`src/rtl/dqf_pkg.sv`:
```
// shared types and constants for the double-ended queue with fourth removal
package dqf_pkg;

	localparam int DEPTH_DEFAULT = 16;
	localparam int DATA_W        = 32;
	localparam int COUNT_OUT_W   = 5;

	// operation codes
	typedef enum logic [2:0] {
		OP_PUSH_FRONT    = 3'd0,
		OP_PUSH_BACK     = 3'd1,
		OP_POP_FRONT     = 3'd2,
		OP_POP_BACK      = 3'd3,
		OP_REMOVE_FOURTH = 3'd4
	} op_t;

	// result status codes
	typedef enum logic [1:0] {
		ST_DONE  = 2'd0,
		ST_FULL  = 2'd1,
		ST_SHORT = 2'd2
	} status_t;

	// sequencer states
	typedef enum logic [2:0] {
		S_IDLE,
		S_POP_RD,
		S_R4_A,
		S_R4_B,
		S_R4_C,
		S_R4_D,
		S_FINISH
	} state_t;

endpackage

```
`src/rtl/dqf_ram.sv`:
```
// entry store: one write port and one registered read port
module dqf_ram #(
	parameter int DEPTH = dqf_pkg::DEPTH_DEFAULT,
	parameter int AW    = $clog2(DEPTH)
) (
	input  logic                      clk,
	input  logic                      we,
	input  logic [AW-1:0]             waddr,
	input  logic [dqf_pkg::DATA_W-1:0] wdata,
	input  logic [AW-1:0]             raddr,
	output logic [dqf_pkg::DATA_W-1:0] rdata
);

	logic [dqf_pkg::DATA_W-1:0] mem [DEPTH];
	logic [dqf_pkg::DATA_W-1:0] rdata_q;

	// write port
	always_ff @(posedge clk) begin
		if (we) begin
			mem[waddr] <= wdata;
		end
	end

	// read port, registered
	always_ff @(posedge clk) begin
		rdata_q <= mem[raddr];
	end

	assign rdata = rdata_q;

endmodule

```
`src/rtl/deque_with_fourth_removal.sv`:
```
// top level of the bounded double-ended queue with fourth-entry removal
// Bounded double-ended queue of signed 32-bit words held in a circular
// store of DEPTH entries (one write and one registered read port). Each
// request word carries an operation: push front, push back, pop front,
// pop back or remove the fourth entry from the front, and yields exactly
// one response word with the removed value, its valid mark, the count held
// afterwards (low five bits) and a status. One request is worked on at a
// time. A push, a rejected request or an unknown code goes from the
// accepting edge straight to the finish state; a pop first passes
// through S_POP_RD, and the fourth-entry removal through S_R4_A, S_R4_B,
// S_R4_C and S_R4_D, reading four entries and writing three back
// through the single memory port pair. The response register loads only
// once it is free or being emptied. The next request can be taken in
// the cycle after the response has moved into the output register, even
// if that response has not yet been taken downstream.
module deque_with_fourth_removal #(
	parameter int DEPTH = dqf_pkg::DEPTH_DEFAULT
) (
	input  logic                                   clk,
	input  logic                                   arst_n,
	input  logic                                   req_valid,
	output logic                                   req_ready,
	input  logic [2:0]                             operation,
	input  logic signed [dqf_pkg::DATA_W-1:0]      push_value,
	output logic                                   rsp_valid,
	input  logic                                   rsp_ready,
	output logic signed [dqf_pkg::DATA_W-1:0]      removed_value,
	output logic                                   removed_valid,
	output logic [dqf_pkg::COUNT_OUT_W-1:0]        entry_count,
	output logic [1:0]                             status
);

	localparam int PW = $clog2(DEPTH);
	localparam int CW = $clog2(DEPTH + 1);
	localparam logic [PW:0]   SUM_DEPTH = (PW + 1)'(DEPTH);
	localparam logic [CW-1:0] CNT_FULL  = CW'(DEPTH);
	localparam logic [CW-1:0] CNT_MIN4  = CW'(3);
	localparam logic [PW-1:0] PTR_LAST  = PW'(DEPTH - 1);

	// circular index add, offset below DEPTH
	function automatic logic [PW-1:0] slot_add(input logic [PW-1:0] base,
		input logic [PW-1:0] off);
		logic [PW:0] sum;
		sum = {1'b0, base} + {1'b0, off};
		if (sum >= SUM_DEPTH) begin
			sum = sum - SUM_DEPTH;
		end
		return sum[PW-1:0];
	endfunction

	dqf_pkg::state_t state_q, state_d;
	logic [PW-1:0] front_q, front_d;
	logic [CW-1:0] count_q, count_d;
	logic [2:0]    op_q;

	logic [dqf_pkg::DATA_W-1:0] res_value_q, res_value_d;
	logic                       res_rvalid_q, res_rvalid_d;
	logic [1:0]                 res_status_q, res_status_d;
	logic                       res_load;

	logic                       rsp_valid_q;
	logic [dqf_pkg::DATA_W-1:0] rsp_value_q;
	logic                       rsp_rvalid_q;
	logic [dqf_pkg::COUNT_OUT_W-1:0] rsp_count_q;
	logic [1:0]                 rsp_status_q;
	logic                       rsp_load;

	logic                       accept;
	logic                       mem_we;
	logic [PW-1:0]              mem_waddr, mem_raddr;
	logic [dqf_pkg::DATA_W-1:0] mem_wdata, mem_rdata;

	logic [PW-1:0] slot1, slot2, slot3, slot_prev, slot_cnt, slot_cntm1;
	logic [CW-1:0] count_m1;
	logic          is_full, is_empty, is_long;

	// storage
	dqf_ram #(
		.DEPTH (DEPTH),
		.AW    (PW)
	) u_ram (
		.clk   (clk),
		.we    (mem_we),
		.waddr (mem_waddr),
		.wdata (mem_wdata),
		.raddr (mem_raddr),
		.rdata (mem_rdata)
	);

	// addresses relative to the front
	assign count_m1   = count_q - CW'(1);
	assign slot1      = slot_add(front_q, PW'(1));
	assign slot2      = slot_add(front_q, PW'(2));
	assign slot3      = slot_add(front_q, PW'(3));
	assign slot_prev  = (front_q == '0) ? PTR_LAST : front_q - PW'(1);
	assign slot_cnt   = slot_add(front_q, count_q[PW-1:0]);
	assign slot_cntm1 = slot_add(front_q, count_m1[PW-1:0]);
	assign is_full    = (count_q == CNT_FULL);
	assign is_empty   = (count_q == '0);
	assign is_long    = (count_q > CNT_MIN4);

	assign req_ready = (state_q == dqf_pkg::S_IDLE);
	assign accept    = req_valid && req_ready;
	assign rsp_load  = (state_q == dqf_pkg::S_FINISH) && (!rsp_valid_q || rsp_ready);

	// next state
	always_comb begin
		state_d = state_q;
		unique case (state_q)
			dqf_pkg::S_IDLE: begin
				if (accept) begin
					case (operation)
						dqf_pkg::OP_POP_FRONT, dqf_pkg::OP_POP_BACK: begin
							state_d = is_empty ? dqf_pkg::S_FINISH : dqf_pkg::S_POP_RD;
						end
						dqf_pkg::OP_REMOVE_FOURTH: begin
							state_d = is_long ? dqf_pkg::S_R4_A : dqf_pkg::S_FINISH;
						end
						default: begin
							state_d = dqf_pkg::S_FINISH;
						end
					endcase
				end
			end
			dqf_pkg::S_POP_RD: state_d = dqf_pkg::S_FINISH;
			dqf_pkg::S_R4_A:   state_d = dqf_pkg::S_R4_B;
			dqf_pkg::S_R4_B:   state_d = dqf_pkg::S_R4_C;
			dqf_pkg::S_R4_C:   state_d = dqf_pkg::S_R4_D;
			dqf_pkg::S_R4_D:   state_d = dqf_pkg::S_FINISH;
			dqf_pkg::S_FINISH: begin
				if (rsp_load) begin
					state_d = dqf_pkg::S_IDLE;
				end
			end
			default: state_d = dqf_pkg::S_IDLE;
		endcase
	end

	// memory control, pointer updates and result staging
	always_comb begin
		mem_we       = 1'b0;
		mem_waddr    = slot3;
		mem_wdata    = mem_rdata;
		mem_raddr    = front_q;
		front_d      = front_q;
		count_d      = count_q;
		res_load     = 1'b0;
		res_value_d  = res_value_q;
		res_rvalid_d = res_rvalid_q;
		res_status_d = res_status_q;
		unique case (state_q)
			dqf_pkg::S_IDLE: begin
				// removal of the fourth entry reads from the back end of the window
				case (operation)
					dqf_pkg::OP_POP_BACK:      mem_raddr = slot_cntm1;
					dqf_pkg::OP_REMOVE_FOURTH: mem_raddr = slot3;
					default:                   mem_raddr = front_q;
				endcase
				if (accept) begin
					res_load     = 1'b1;
					res_value_d  = '0;
					res_rvalid_d = 1'b0;
					res_status_d = dqf_pkg::ST_DONE;
					case (operation)
						dqf_pkg::OP_PUSH_FRONT, dqf_pkg::OP_PUSH_BACK: begin
							if (is_full) begin
								res_status_d = dqf_pkg::ST_FULL;
							end else begin
								mem_we    = 1'b1;
								mem_wdata = push_value;
								count_d   = count_q + CW'(1);
								if (operation == dqf_pkg::OP_PUSH_FRONT) begin
									mem_waddr = slot_prev;
									front_d   = slot_prev;
								end else begin
									mem_waddr = slot_cnt;
								end
							end
						end
						dqf_pkg::OP_POP_FRONT, dqf_pkg::OP_POP_BACK: begin
							if (is_empty) begin
								res_status_d = dqf_pkg::ST_SHORT;
							end
						end
						dqf_pkg::OP_REMOVE_FOURTH: begin
							if (!is_long) begin
								res_status_d = dqf_pkg::ST_SHORT;
							end
						end
						default: begin
							res_status_d = dqf_pkg::ST_DONE;
						end
					endcase
				end
			end
			dqf_pkg::S_POP_RD: begin
				res_load     = 1'b1;
				res_value_d  = mem_rdata;
				res_rvalid_d = 1'b1;
				count_d      = count_m1;
				if (op_q == dqf_pkg::OP_POP_FRONT) begin
					front_d = slot1;
				end
			end
			dqf_pkg::S_R4_A: begin
				// fourth entry arrives
				mem_raddr    = slot2;
				res_load     = 1'b1;
				res_value_d  = mem_rdata;
				res_rvalid_d = 1'b1;
			end
			dqf_pkg::S_R4_B: begin
				// third entry moves back one place
				mem_raddr = slot1;
				mem_we    = 1'b1;
				mem_waddr = slot3;
			end
			dqf_pkg::S_R4_C: begin
				mem_raddr = front_q;
				mem_we    = 1'b1;
				mem_waddr = slot2;
			end
			dqf_pkg::S_R4_D: begin
				// front entry moves back, front advances
				mem_we    = 1'b1;
				mem_waddr = slot1;
				front_d   = slot1;
				count_d   = count_m1;
			end
			dqf_pkg::S_FINISH: begin
				mem_raddr = front_q;
			end
			default: begin
				mem_raddr = front_q;
			end
		endcase
	end

	// control registers
	always_ff @(posedge clk or negedge arst_n) begin
		if (!arst_n) begin
			state_q     <= dqf_pkg::S_IDLE;
			front_q     <= '0;
			count_q     <= '0;
			rsp_valid_q <= 1'b0;
		end else begin
			state_q <= state_d;
			front_q <= front_d;
			count_q <= count_d;
			if (rsp_load) begin
				rsp_valid_q <= 1'b1;
			end else if (rsp_ready) begin
				rsp_valid_q <= 1'b0;
			end
		end
	end

	// request and result payload
	always_ff @(posedge clk) begin
		if (accept) begin
			op_q <= operation;
		end
		if (res_load) begin
			res_value_q  <= res_value_d;
			res_rvalid_q <= res_rvalid_d;
			res_status_q <= res_status_d;
		end
		if (rsp_load) begin
			rsp_value_q  <= res_value_q;
			rsp_rvalid_q <= res_rvalid_q;
			rsp_count_q  <= dqf_pkg::COUNT_OUT_W'(count_q);
			rsp_status_q <= res_status_q;
		end
	end

	assign rsp_valid     = rsp_valid_q;
	assign removed_value = rsp_value_q;
	assign removed_valid = rsp_rvalid_q;
	assign entry_count   = rsp_count_q;
	assign status        = rsp_status_q;

	// checks
	a_count_bound: assert property (@(posedge clk) disable iff (!arst_n)
		count_q <= CNT_FULL)
		else $error("held count above depth");

	a_busy_after_accept: assert property (@(posedge clk) disable iff (!arst_n)
		accept |=> state_q != dqf_pkg::S_IDLE)
		else $error("sequencer idle right after accepting a word");

	a_removed_done: assert property (@(posedge clk) disable iff (!arst_n)
		(rsp_valid_q && rsp_rvalid_q) |-> rsp_status_q == dqf_pkg::ST_DONE)
		else $error("removed value flagged on a rejected request");

	a_no_write_finish: assert property (@(posedge clk) disable iff (!arst_n)
		(state_q == dqf_pkg::S_FINISH || state_q == dqf_pkg::S_POP_RD) |-> !mem_we)
		else $error("store written outside push or shift steps");

endmodule
```
`config.mk`:
```
export PLATFORM = sky130hd
export DESIGN_NAME = deque_with_fourth_removal
export DESIGN_NICKNAME = d
export VERILOG_FILES = /design/src/rtl/dqf_pkg.sv /design/src/rtl/dqf_ram.sv /design/src/rtl/deque_with_fourth_removal.sv
export SDC_FILE = /design/constraint.sdc
export NUM_CORES = 1
export LEC_CHECK = 0
export ABC_AREA = 1
export BUFFER_PORTS_ARGS = -buffer_cell sky130_fd_sc_hd__buf_2
export CAP_MARGIN = 20
export CORE_ASPECT_RATIO = 1.5
export CORE_MARGIN = 3
export CORE_UTILIZATION = 30
export DETAILED_ROUTE_END_ITERATION = 16
export GPL_TIMING_DRIVEN = 0
export SYNTH_ARGS = -nofsm -noshare
export SYNTH_HDL_FRONTEND = slang
export SYNTH_SLANG_ARGS = --single-unit
```
`constraint.sdc`:
```
create_clock -name clk -period 10.6 [get_ports clk]
set_input_delay 2.12 -clock clk [delete_from_list [all_inputs] [get_ports clk]]
set_output_delay 2.12 -clock clk [all_outputs]
set_load 0.01 [all_outputs]
```
* Yosys cells after proc, flatten, opt, wreduce, memory -nomap -nowiden
Memory sizes are Yosys's and may differ from the RTL's. A register that Yosys moved wholly into a read port is not among the register bits.
Index checks and enable logic that the tools add are counted.
** Operators by class
- Add/subtract/negate cells :: 13
- Order comparisons :: 6
- Eq/ne operators :: 18
- Muxes and demuxes :: 51
- Reduce and logical (&&, ||, !) cells :: 22
** Operators with widths (number)
- 2-to-1 mux 32 bit :: 5
- case mux 32 bit (2 select lines) :: 1
- 2-to-1 mux 4 bit :: 15
- case mux 4 bit (3 select lines) :: 3
- >= comparator 5 bit (second input constant) :: 5
- subtractor 4 x 1 -> 4 bit (second input constant) :: 6
- case mux 3 bit (6 select lines) :: 1
- == test 3 x 2 -> 1 bit (second input constant) :: 5
- 2-to-1 mux 5 bit :: 3
- == test 3 bit (second input constant) :: 4
- 2-to-1 mux 3 bit :: 4
- adder 4 x 2 -> 5 bit (second input constant) :: 2
- adder 4 x 4 -> 5 bit :: 2
- 2-to-1 mux 1 bit :: 10
- case mux 5 bit (2 select lines) :: 1
- case mux 4 bit (2 select lines) :: 1
- OR reduction 2 bit :: 4
- == test 3 x 1 -> 1 bit (second input constant) :: 2
- zero test 3 bit :: 2
- inequality test 2 x 1 -> 1 bit (second input constant) :: 3
- inequality test 2 bit (second input constant) :: 3
- case mux 1 bit (2 select lines) :: 3
- case mux 2 bit (3 select lines) :: 1
- case mux 3 bit (2 select lines) :: 1
- 18 further kinds :: 23
** Storage, ports and cells
- Bits in registers :: 91
- Bits in writable memories :: 512
- Bits of input ports :: 39
- Output and inout port bits :: 42
- Memories :: 1
** Memories
- u_ram.mem :: depth 16, bits a word 32, read ports 1, clocked after Yosys merged registers in 1, wr ports 1, RTL line dqf_ram.sv:14 : logic [dqf_pkg::DATA_W-1:0] mem [DEPTH];

* Longest topological paths before layout
- Depth after elaboration :: 8
- Depth in mapped cells :: 18

* Cells and area by module
Synthesis repeated with hierarchy kept, for this count alone.
** Unflattened totals
- Cells, all modules :: 2617
- Area total of the unflattened synthesis :: 27487.6 µm²
** Modules (own cells, without submodules)
- dqf_ram :: times used 1, cells an instance 2120, area an instance 22738.1 µm²
- deque_with_fourth_removal :: times used 1, cells an instance 497, area an instance 4749.6 µm²

* Worst setup path before layout
OpenSTA, ideal clock, no wires.
- Path kind :: in2reg
- Start :: input operation[1]
- End :: memory u_ram.mem[0][0] (netlist name), enable pin
- Library setup time :: 421 ps
- Arrival :: 4654 ps
- Required time :: 10179 ps
- Slack :: 5525 ps
- Stages :: 10
- Path through :: nor2_1 inv_1 nor2_1 inv_1 o21a_1 o21ai_0 nand4_1 inv_1 nand2_1 nor2_1
** Between the ends
- Cells in the longest elaborated chain, start to end :: 7
- Elaborated cells between the ends (all ways) :: 13
- Classes of those cells :: 1 x eq/ne; 10 x mux; 2 x reduce/logical
** RTL lines
- from (decl) :: RTL line deque_with_fourth_removal.sv:23 : input logic [2:0] operation,
- == test 3 x 1 -> 1 bit or zero test 3 bit (tied branches) :: RTL line deque_with_fourth_removal.sv:164, deque_with_fourth_removal.sv:172
- OR reduction 2 bit :: RTL line deque_with_fourth_removal.sv:164 : case (operation)
- 2-to-1 mux 1 bit :: RTL line deque_with_fourth_removal.sv:164
- 2-to-1 mux 1 bit :: RTL line deque_with_fourth_removal.sv:159 : if (accept) begin
- case mux 1 bit (2 select lines) :: RTL line deque_with_fourth_removal.sv:151 : unique case (state_q)
- 2-to-1 mux 1 bit :: RTL line dqf_ram.sv:19 : if (we) begin
- 2-to-1 mux 1 bit (implied by the code) :: RTL line dqf_ram.sv:20 : mem[waddr] <= wdata;
- to (decl) :: RTL line dqf_ram.sv:14
Several ways; a longest one is shown, not always the timed one.

* Worst setup path in the final report
- Start :: input operation[1]
- End :: memory u_ram.mem[0][26] (netlist name), enable pin
Same word-level chain as after synthesis.

==> metrics.yaml <==
drt:
  via_per_inst: 4.79
  ant_nets: 0
  drc: 0
  wl_per_cell_um: 20.1
  drtPass1Iterations: 7
  wl_um: 80300
  drt_iter0_markers: 1449
  vias: 19100
floorplanning:
  die_x_um: 254
  start_util_pct: 30.3
  ios: 81
  dieHeight_um: 379
  rows: 136
  die_area_um2: 96300
  core_um2: 91700
setup_path:
  ff2ff_path_depth: 11
  startpoint_type: "input port"
  end_kind: "flip-flop"
  crit_start: "operation[1]"
  path_depth: 12
  crit_path_max_incr_delay_ns: 0.60
  reg2reg_slack_ns: 6.73
  crit_chain: "buf_2 -> nor2_1 -> inv_1 -> nor2_1 -> inv_1 -> o21a_1 -> o21ai_0 -> nand4_1 -> inv_1 -> nand2_1 -> nor2_4 -> buf_12"
  cp_top_family: "simple AND/OR/NAND/NOR gates"
  required_ns: 10.94
  worstSetupPathType: "input port to flip-flop"
  worstPathArrival_ns: 4.85
  cp_slowest_cell: "nor2_4"
  cpMostUsedCell: "inv_1"
  worst-path-buf-inv: 5
  cp_max_fo: 18
  timing.rr.end: "u_ram.mem[13][24]$_DFFE_PP_"
  rr_startpoint: "front_q[1]$_DFFE_PN0P_"
synthesis:
  netlist_area_um2: 27800
  synth.net_count: 2635
  synth_edf_count: 590
  yosysSeqAreaShare_pct: 67.3
  ys_ff_latch: 635
  yosys.cell_count.top_type: "nand3_1"
  synth_ff_type: "edfxtp_1"
  yosys_warnings: 0
  synth_top_cell_by_area: "edfxtp_1"
  synthCells: 2579
  ys_top_cells_by_area: "edfxtp_1, nand3_1, nand2_1, inv_1, nand3b_1"
  syn_area_per_cell_um2: 10.8
  synth_cell_types: 39
  synth_top_area_share_pct: 63.8
  synth_common_cells: "nand3_1, edfxtp_1, nand2_1, inv_1, nand3b_1"
  async_flop_share_pct: 2.05
sta:
  final-setup-viol-count: 0
  setup_tns_ns: 0
  relSlewSlack_pct: 30.2
  period_needed_ns: 4.51
  fmax_mhz: 222
  fin_worst_skew_ns: 0.0185
  rsz0062_at_grt: "false"
  hold_viol_final: 0
  min_period_over_period_pct: 42.6
  worst_pin_slew_ns: 1.05
  slew_violations: 0
global_routing:
  grt_pass1_vias: 18900
  grt_use_total_pct: 16.4
  grt_max_degree: 34
  grt_pass1_wl_um: 117000
  antenna_found_initial: 0
  grt_overflow: 0
cts:
  htree_levels: 2
  cts-root-buf: "clkbuf_16"
  hold_buffers: 0
  postCtsSetupRepairBufs: 0
  numCtsBuffers: 59
  clk_latency_ns: 0.64
  cts.sink_count: 635
  cts-resized-gates: 0
  cts.path.max_buffers: 3
  cts_tree: "yes"
  clk_transition_reported_paths_ns: 0.06
hold_path:
  holdCritPathClass: "flip-flop to flip-flop"
  whs_path_depth: 0
  min_to: "removed_value[31]$_DFFE_PP_"
  hp-start: "res_value_q[31]$_SDFFCE_PN0P_"
run_status:
  status: "completed"
placed_design:
  post-dp-hpwl_um: 56500
  port_buffers: 80
  place_congestion: 0.898
final_layout:
  layout-drive-gt1-share_pct: 13.0
  n_antenna_cell: 0
  syn2layout_area_growth_pct: 16.5
  nets: 2823
flow_run:
  maxCapViolCount: 0
-- final cells by class --
cell class / instances / area, um^2
multi-input combinational: 1362 / 6820
timing repair buffer: 127 / 1060
clock buffer: 82 / 1640
tap: 1173 / 1470
sequential: 635 / 18700
inverter: 436 / 1640
fill: 8899 / 59400
buffer: 146 / 763
clock inverter: 30 / 274
-- cell families (layout without fill, tap and decap cells) --
logic type,Yosys count,after routing,synth area share (%)
AOI/OAI and AO/OA,84,84,1.70
xor gates and xnor gates,11,11,0.347
adders and majority gates,17,17,0.820
buffers and inverters,582,821,8.64
DFF,635,635,67.3
and+or+nand+nor,1250,1250,21.2
-- sequential cells by signal (all words and copies together), names as in the netlist, 2 cells and up --
signal,count
u_ram.mem,512
state_q,3
res_status_q,2
op_q,3
count_q,5
entry_count,5
status,2
front_q,4
removed_value,32
u_ram.rdata,32
res_value_q,32
-- cell usage in the layout (no fill, tap or decap), types with 32 or more instances in the layout --
cell type / n
o21ai_1: 32
nor2_1: 61
nand3_1: 596
clkbuf_1: 39
nand2_1: 459
clkbuf_16: 60
buf_2: 171
inv_1: 426
dfxtp_1: 32
nand3b_1: 97
edfxtp_1: 590
-- routing by layer --
| layer | vias to the layer above | GRT usage, % | wire (um) | share of wire (%) |
|---|---|---|---|---|
| li1 | 9054 | - | - | - |
| met4 | 0 | 9.04 | 4520 | 5.6 |
| met1 | 9128 | 18.7 | 30100 | 37 |
| met3 | 206 | 2.42 | 4970 | 6.2 |
| met2 | 729 | 29.4 | 40700 | 51 |
| met5 | - | 0 | 0 | 0 |
-- how the worst max path moves through the flow --
stage,to,slack (ns)
2_1_floorplan,u_ram.mem[0][0]$_DFFE_PP_,5.52
3_3_place_gp,u_ram.mem[2][23]$_DFFE_PP_,3.34
3_5_place_dp,u_ram.mem[0][25]$_DFFE_PP_,5.48
4_1_cts,u_ram.mem[0][30]$_DFFE_PP_,6.15
5_1_grt,u_ram.mem[0][8]$_DFFE_PP_,5.82
6_report,u_ram.mem[0][26]$_DFFE_PP_,6.09
-- per-stage QoR --
stage               cells  setup slack [ns]  hold WS (ns)  instance area, um^2  utilization, %
global placement     3832              3.34         0.403                29600            32.3
finish               3991              6.09         0.417                32300            35.3
detailed placement   3879              5.48         0.405                30400            33.2
global route         3991              5.82         0.423                32300            35.3
floorplan            2579              5.52         0.400                27800               -
CTS                  3991              6.15         0.421                32300            35.3
Power is not shown: default switching activity piles up to over one toggle a cycle in this logic, so the estimate is an artifact.
